<file path="config.mk">
export PLATFORM = sky130hd
export DESIGN_NAME = bitmap_first_free_allocator
export DESIGN_NICKNAME = d
export VERILOG_FILES = /design/src/hw/rtl/bmff_pkg.sv /design/src/hw/rtl/bmff_ram.sv /design/src/hw/rtl/bmff_zero_find.sv /design/src/hw/rtl/bitmap_first_free_allocator.sv
export SDC_FILE = /design/constraint.sdc
export NUM_CORES = 2
export LEC_CHECK = 0
export BUFFER_PORTS_ARGS = -buffer_cell sky130_fd_sc_hd__buf_4
export CORE_MARGIN = 2
export CORE_UTILIZATION = 48
export DETAILED_ROUTE_END_ITERATION = 12
export PLACE_DENSITY = 0.74
export SYNTH_ARGS = -nofsm -noshare
export SYNTH_HDL_FRONTEND = slang
export SYNTH_SLANG_ARGS = --single-unit
</file>
<file path="constraint.sdc">
create_clock -name clk -period 6.2 [get_ports clk]
set_input_delay 0.93 -clock clk [delete_from_list [all_inputs] [get_ports clk]]
set_output_delay 0.93 -clock clk [all_outputs]
set_load 0.01 [all_outputs]
</file>
<file path="src/hw/rtl/bmff_pkg.sv">
`timescale 1ns / 1ps
// ----------------------------------------------------------------------------
// bmff_pkg
// Shared constants and types of the first-free bitmap allocator.
// ----------------------------------------------------------------------------
package bmff_pkg;

  localparam int MAP_BITS_DEF = 1024;
  localparam int INDEX_SPAN   = 1024;
  localparam int INDEX_W      = 10;
  localparam int LIMIT_W      = 11;
  localparam int WORD_W       = 32;
  localparam int BIT_W        = 5;

  localparam logic [LIMIT_W-1:0] LIMIT_RESET = 11'd1024;

  localparam logic MODE_ALLOC = 1'b0;
  localparam logic MODE_FREE  = 1'b1;

  localparam logic STATUS_DONE     = 1'b0;
  localparam logic STATUS_NO_SPACE = 1'b1;

  // one set bit, moved to the lane being changed
  localparam logic [WORD_W-1:0] BIT_ONE = 32'h1;

  typedef struct packed {
    logic             found;
    logic [BIT_W-1:0] pos;
  } zero_find_t;

endpackage

</file>
<file path="src/hw/rtl/bmff_ram.sv">
`timescale 1ns / 1ps
// ----------------------------------------------------------------------------
// bmff_ram
// Generic single-write, single-read RAM with registered read data.
// ----------------------------------------------------------------------------
module bmff_ram #(
  parameter int WIDTH = 32,
  parameter int DEPTH = 32
) (
  input  logic                                  clk,
  input  logic                                  we,
  input  logic [((DEPTH > 1) ? $clog2(DEPTH) : 1)-1:0] waddr,
  input  logic [WIDTH-1:0]                      wdata,
  input  logic [((DEPTH > 1) ? $clog2(DEPTH) : 1)-1:0] raddr,
  output logic [WIDTH-1:0]                      rdata
);

  logic [WIDTH-1:0] mem [DEPTH];

  always_ff @(posedge clk) begin
    if (we) begin
      mem[waddr] <= wdata;
    end
    rdata <= mem[raddr];
  end

endmodule

</file>
<file path="src/hw/rtl/bmff_zero_find.sv">
`timescale 1ns / 1ps
// ----------------------------------------------------------------------------
// bmff_zero_find
// Finds the lowest clear bit of one bitmap word.
// ----------------------------------------------------------------------------
module bmff_zero_find (
  input  logic [bmff_pkg::WORD_W-1:0] word,
  output bmff_pkg::zero_find_t        res
);

  always_comb begin
    res.found = 1'b0;
    res.pos   = '0;
    // walk down so the lowest clear lane wins
    for (int i = bmff_pkg::WORD_W - 1; i >= 0; i--) begin
      if (!word[i]) begin
        res.found = 1'b1;
        res.pos   = bmff_pkg::BIT_W'(i);
      end
    end
  end

endmodule

</file>
<file path="src/hw/rtl/bitmap_first_free_allocator.sv">
`timescale 1ns / 1ps
// ----------------------------------------------------------------------------
// bitmap_first_free_allocator
// First-fit allocator over a bitmap of used entries, scanned a word at a time.
// ----------------------------------------------------------------------------
// Input channel (in_valid / in_stall) carries mode and free_index; a word is
// taken at an edge with in_valid high and in_stall low. Output channel
// (out_valid / out_stall) carries granted_index and status, one word per input.
// cfg_wr_en / cfg_wr_data write entry_limit; write it only while idle.
// The map sits in a RAM of 32-bit words with one registered read port. An
// allocate reads word 0 in the accept cycle and checks one word per cycle in
// the zero-find unit while fetching the next, in S_SCAN; the result then goes
// through S_PUSH into the output register. A free reads its word on accept,
// clears the bit in S_FREE, then passes through S_PUSH.
// Only one word is worked on at a time; in_stall is high from accept until
// the result is loaded into the output register, so a new word can be taken
// while an earlier result is still stalled at the output.
// After reset a clearing pass writes zero to every map word, one per cycle;
// in_stall stays high during it.
// A stalled result holds in the output register; the block waits for it only
// when a newer result is ready to replace it.
// ----------------------------------------------------------------------------
module bitmap_first_free_allocator #(
  parameter int MAP_BITS = bmff_pkg::MAP_BITS_DEF
) (
  input  logic                          clk,
  input  logic                          rst,
  input  logic                          in_valid,
  output logic                          in_stall,
  input  logic                          mode,
  input  logic [bmff_pkg::INDEX_W-1:0]  free_index,
  output logic                          out_valid,
  input  logic                          out_stall,
  output logic [bmff_pkg::INDEX_W-1:0]  granted_index,
  output logic                          status,
  input  logic                          cfg_wr_en,
  input  logic [bmff_pkg::LIMIT_W-1:0]  cfg_wr_data
);

  localparam int LW        = bmff_pkg::LIMIT_W;
  localparam int IW        = bmff_pkg::INDEX_W;
  localparam int WW        = bmff_pkg::WORD_W;
  localparam int BW        = bmff_pkg::BIT_W;
  localparam int USED_BITS = (MAP_BITS < bmff_pkg::INDEX_SPAN) ? MAP_BITS
                                                               : bmff_pkg::INDEX_SPAN;
  localparam int WORDS     = (USED_BITS + WW - 1) / WW;
  localparam int WORD_AW   = (WORDS > 1) ? $clog2(WORDS) : 1;
  localparam logic [LW-1:0]      USED_LIM  = LW'(USED_BITS);
  localparam logic [WORD_AW-1:0] LAST_WORD = WORD_AW'(WORDS - 1);

  typedef enum logic [2:0] {
    S_CLEAR,
    S_IDLE,
    S_SCAN,
    S_FREE,
    S_PUSH
  } state_t;

  state_t               state;
  logic [LW-1:0]        entry_limit;
  logic [WORD_AW-1:0]   word_ptr;
  logic [IW-1:0]        fidx;
  logic [IW-1:0]        res_index;
  logic                 res_status;

  logic [LW-1:0]        lim;
  logic [LW-1:0]        base;
  logic [LW-1:0]        next_base;
  logic [LW-1:0]        cand;
  logic                 hit;
  logic                 go_on;
  logic                 free_ok;
  logic [WORD_AW-1:0]   fword;
  logic [WORD_AW-1:0]   raddr;
  logic [WORD_AW-1:0]   waddr;
  logic                 we;
  logic [WW-1:0]        wdata;
  logic [WW-1:0]        rdata;
  bmff_pkg::zero_find_t zf;

  bmff_ram #(
    .WIDTH (WW),
    .DEPTH (WORDS)
  ) u_map (
    .clk   (clk),
    .we    (we),
    .waddr (waddr),
    .wdata (wdata),
    .raddr (raddr),
    .rdata (rdata)
  );

  bmff_zero_find u_find (
    .word (rdata),
    .res  (zf)
  );

  assign in_stall  = (state != S_IDLE);
  assign lim       = (entry_limit < USED_LIM) ? entry_limit : USED_LIM;
  assign base      = LW'(word_ptr) << BW;
  assign next_base = base + LW'(WW);
  assign cand      = base + LW'(zf.pos);
  assign hit       = zf.found && (cand < lim);
  // no clear bit here and the next word still starts below the limit
  assign go_on     = !zf.found && (next_base < lim);
  assign fword     = WORD_AW'(fidx >> BW);
  assign free_ok   = ({1'b0, fidx} < USED_LIM);

  always_comb begin
    raddr = word_ptr;
    waddr = word_ptr;
    we    = 1'b0;
    wdata = '0;
    unique case (state)
      S_CLEAR: begin
        we = 1'b1;
      end
      S_IDLE: begin
        raddr = (mode == bmff_pkg::MODE_FREE) ? WORD_AW'(free_index >> BW) : '0;
      end
      S_SCAN: begin
        raddr = word_ptr + 1'b1;
        we    = hit;
        wdata = rdata | (bmff_pkg::BIT_ONE << zf.pos);
      end
      S_FREE: begin
        waddr = fword;
        we    = free_ok;
        wdata = rdata & ~(bmff_pkg::BIT_ONE << fidx[BW-1:0]);
      end
      S_PUSH: begin
        we = 1'b0;
      end
      default: begin
        we = 1'b0;
      end
    endcase
  end

  always_ff @(posedge clk) begin
    if (rst) begin
      state       <= S_CLEAR;
      word_ptr    <= '0;
      entry_limit <= bmff_pkg::LIMIT_RESET;
      out_valid   <= 1'b0;
    end else begin
      if (cfg_wr_en) begin
        entry_limit <= cfg_wr_data;
      end
      // in S_PUSH the output register is handled below
      if (out_valid && !out_stall && (state != S_PUSH)) begin
        out_valid <= 1'b0;
      end
      unique case (state)
        S_CLEAR: begin
          if (word_ptr == LAST_WORD) begin
            word_ptr <= '0;
            state    <= S_IDLE;
          end else begin
            word_ptr <= word_ptr + 1'b1;
          end
        end
        S_IDLE: begin
          if (in_valid) begin
            if (mode == bmff_pkg::MODE_FREE) begin
              fidx  <= free_index;
              state <= S_FREE;
            end else begin
              word_ptr <= '0;
              state    <= S_SCAN;
            end
          end
        end
        S_SCAN: begin
          if (hit) begin
            res_index  <= cand[IW-1:0];
            res_status <= bmff_pkg::STATUS_DONE;
            state      <= S_PUSH;
          end else if (go_on) begin
            word_ptr <= word_ptr + 1'b1;
          end else begin
            res_index  <= '0;
            res_status <= bmff_pkg::STATUS_NO_SPACE;
            state      <= S_PUSH;
          end
        end
        S_FREE: begin
          res_index  <= '0;
          res_status <= bmff_pkg::STATUS_DONE;
          state      <= S_PUSH;
        end
        S_PUSH: begin
          if (!out_valid || !out_stall) begin
            out_valid     <= 1'b1;
            granted_index <= res_index;
            status        <= res_status;
            state         <= S_IDLE;
          end
        end
        default: begin
          state <= S_IDLE;
        end
      endcase
    end
  end

endmodule

</file>
==> results.yml <==
run_status:
  status: "complete, no violations"
worst_hold_path:
  min_to: "granted_index[0]"
  min_from: "res_index[0]"
  hp-class: "flip-flop to flip-flop"
  holdPathStages: 0
logic_synthesis:
  yosysTopAreaCell: "edfxtp_1"
  ys_seq_elements: 1108
  synth_edf_count: 1056
  ys.flop_type: "edfxtp_1"
  syn_inst: 2941
  yosys.cell_types.count: 73
  yosysSeqAreaShare_pct: 73.8
  postSynthAreaPerCell_sq_um: 15.1
  synthArstFlopShare_pct: 0
  synth.area.top_cells: "edfxtp_1, mux2i_1, nand2_1"
  yosysTopAreaCellShare_pct: 71.5
  syn_area_sq_mm: 0.0444
  synth-warning-count: 0
  synth_nets: 2984
clocking:
  cts_sinks: 1108
  htreeDepth: 3
  hold_buffers: 0
  tritoncts: "yes"
  post-cts-setup-buffers: 0
  ctsLongestPathBuffers: 3
  clkTransAtPathRegs_ns: 0.07
  cts-root-buf: "clkbuf_16"
  ctsResizeCount: 0
  numCtsBuffers: 107
  clk_latency_ns: 0.70
global_routing:
  antenna_found_initial: 10
  grt_pass1_wl_microns: 164000
  grtUsageTotal_pct: 23.6
  grt_max_degree: 99
  grt_overflow: 0
  grt_pass1_vias: 24687
cells_and_area:
  instances_no_fill: 4257
  final_common_cell: "edfxtp_1"
  fin_nets: 3021
  multi_input_area_sq_mm: 0.0114
  fillers: 7030
  layout_common_cells: "edfxtp_1, nand2_1, nand3_1"
  drive_gt1_share_pct: 13.4
  areaGrowthSynthToFinish_pct: 13.2
  final-seq-area_sq_mm: 0.0328
routing:
  routedWlPerCell_microns: 26.4
  drc: 0
  drt_iter0_markers: 3855
  drt_pass1_iterations: 6
  ant_nets: 0
  viasPerCell: 6.16
  wl_microns: 113000
  via_count: 26230
sta:
  worst_slack_ns: 0.999
  hold_violations: 0
  hold_ws_ns: 0.418
  fmax_ghz: 0.192
  finalMaxSlewViolations: 0
  rsz0062_at_grt: "no"
  skew_ns: 0.0568
  finalCritPeriodShare_pct: 83.9
  min_period_ns: 5.20
  setup_viol: 0
  slew_headroom_pct: 4.46
  worst_pin_slew_ns: 1.42
  tns_ns: 0
placement:
  pre_cts_slack_ns: 1.10
  post-dp-hpwl_microns: 70700
  portBuffers: 39
  dp.cells: 4055
  gp_congestion: 0.990
setup_path:
  worstSetupPathType: "flip-flop to flip-flop"
  regToRegSetupSlack_ns: 1.0
  r2r_cells: 13
  arrival_ns: 5.48
  start_kind: "flip-flop"
  critPathLaunch: "u_map.rdata[26]"
  r2r-end: "u_map.mem[14][18]"
  worst-path-max-fanout: 32
  timing.rr.start: "u_map.rdata[26]"
  end_kind: "flip-flop"
  cp.required_ns: 6.48
floorplan:
  ios: 40
  start_util_pct: 48.4
  dieArea_sq_mm: 0.0949
  die_w_microns: 308
  floorplan.rows: 111
  die_y_microns: 308
  core_sq_mm: 0.0917
power:
  power_leakage_nw: 16.5
  ir_drop_v: 0.000295
  p_per_area_mw_per_mm2: 429
job:
  drv_cap: 0
==> stage by stage <==
stage	utilization, %	total power, mW	area, sq um
2_1_floorplan	-	12.8	44400
3_3_place_gp	50.8	14.8	46600
3_5_place_dp	50.8	14.8	46600
4_1_cts	54.8	21.5	50200
5_1_grt	54.8	22.3	50200
6_report	54.8	21.6	50200
==> layer usage <==
layer,up-vias,part of all wire [%],global-route usage (%)
li1,11430,-,-
met1,12989,40,34.2
met2,1597,43,33.9
met3,206,14,7.89
met4,8,2.8,7.24
met5,-,0.059,0
==> where the power goes <==
part / switching (mW) / internal (mW) / leakage [nW]
Combinational: 4.02 / 1.74 / 5.10
Clock: 2.80 / 3.90 / 1.76
Sequential: 0.276 / 8.82 / 9.61
Total: 7.09 / 14.5 / 16.5
==> cells by family after synthesis <==
| kind of cell | after synthesis | share of synthesized area [%] |
|---|---|---|
| DFF | 1108 | 73.8 |
| and+or+nand+nor | 892 | 9.05 |
| AOI/OAI and AO/OA | 463 | 6.79 |
| muxes | 268 | 7.86 |
| buffers and inverters | 191 | 1.98 |
| adders and majority gates | 16 | 0.451 |
| xor gates and xnor gates | 3 | 0.0592 |
==> Yosys cell counts, drive strengths merged, types with 3 or more instances <==
| cell type | number |
|---|---|
| or3b | 6 |
| a21o | 4 |
| and3 | 5 |
| nand2 | 505 |
| nand3 | 209 |
| nor3b | 3 |
| a221oi | 7 |
| and2 | 11 |
| nand4 | 42 |
| a221o | 4 |
| inv | 18 |
| nor4 | 3 |
| nand2b | 10 |
| clkbuf | 86 |
| nor3 | 20 |
| mux4 | 64 |
| edfxtp | 1056 |
| o211ai | 5 |
| o31ai | 6 |
| or3 | 7 |
| buf | 87 |
| or2 | 3 |
| mux2i | 204 |
| o21ai | 72 |
| ha | 16 |
| nand3b | 8 |
| nor2b | 9 |
| a32oi | 32 |
| a22o | 9 |
| a211oi | 4 |
| a22oi | 63 |
| o2111ai | 31 |
| a21boi | 33 |
| nor2 | 41 |
| a21oi | 179 |
| dfxtp | 52 |
==> final cells by class <==
| cell class | count | share of cell area, % |
|---|---|---|
| clock inverter | 68 | 1.67 |
| antenna | 2 | 0.00996 |
| timing repair buffer | 101 | 1.71 |
| sequential | 1108 | 65.2 |
| clock buffer | 132 | 5.58 |
| tap | 1186 | 2.95 |
| inverter | 18 | 0.135 |
| multi-input combinational | 1642 | 22.7 |
==> state kept, by name, summed over array words and instances, names as in the netlist <==
name and cells:
status 1, state 3, u_map.mem 1024, word_ptr 5
u_map.rdata 32, granted_index 10, fidx 10, res_status 1
res_index 10, entry_limit 11, out_valid 1
==> worst max-delay path, stage by stage (launching register included) <==
cell	delay, ns
dfxtp_1	0.40
nand2_1	0.07
a311oi_1	0.27
o311ai_0	0.19
a31o_2	0.30
a21oi_1	0.36
inv_1	0.19
ha_1	0.25
a2111oi_0	0.48
nand2_1	0.10
nor3_1	0.69
o211ai_4	0.15
buf_4	0.34
a21oi_4	0.97
==> worst max path at each step <==
stage | to | slack, ns | cells after the start
global placement | u_map.mem[23][19] | 1.17 | 13
finish | u_map.mem[14][18] | 1.0 | 13
global route | u_map.mem[14][23] | 0.67 | 13
detailed placement | u_map.mem[14][20] | 1.10 | 13
floorplan | u_map.mem[14][0] | 1.29 | 13
CTS | u_map.mem[14][27] | 1.05 | 13
No activity file was read; power rests on OpenSTA's default activity.
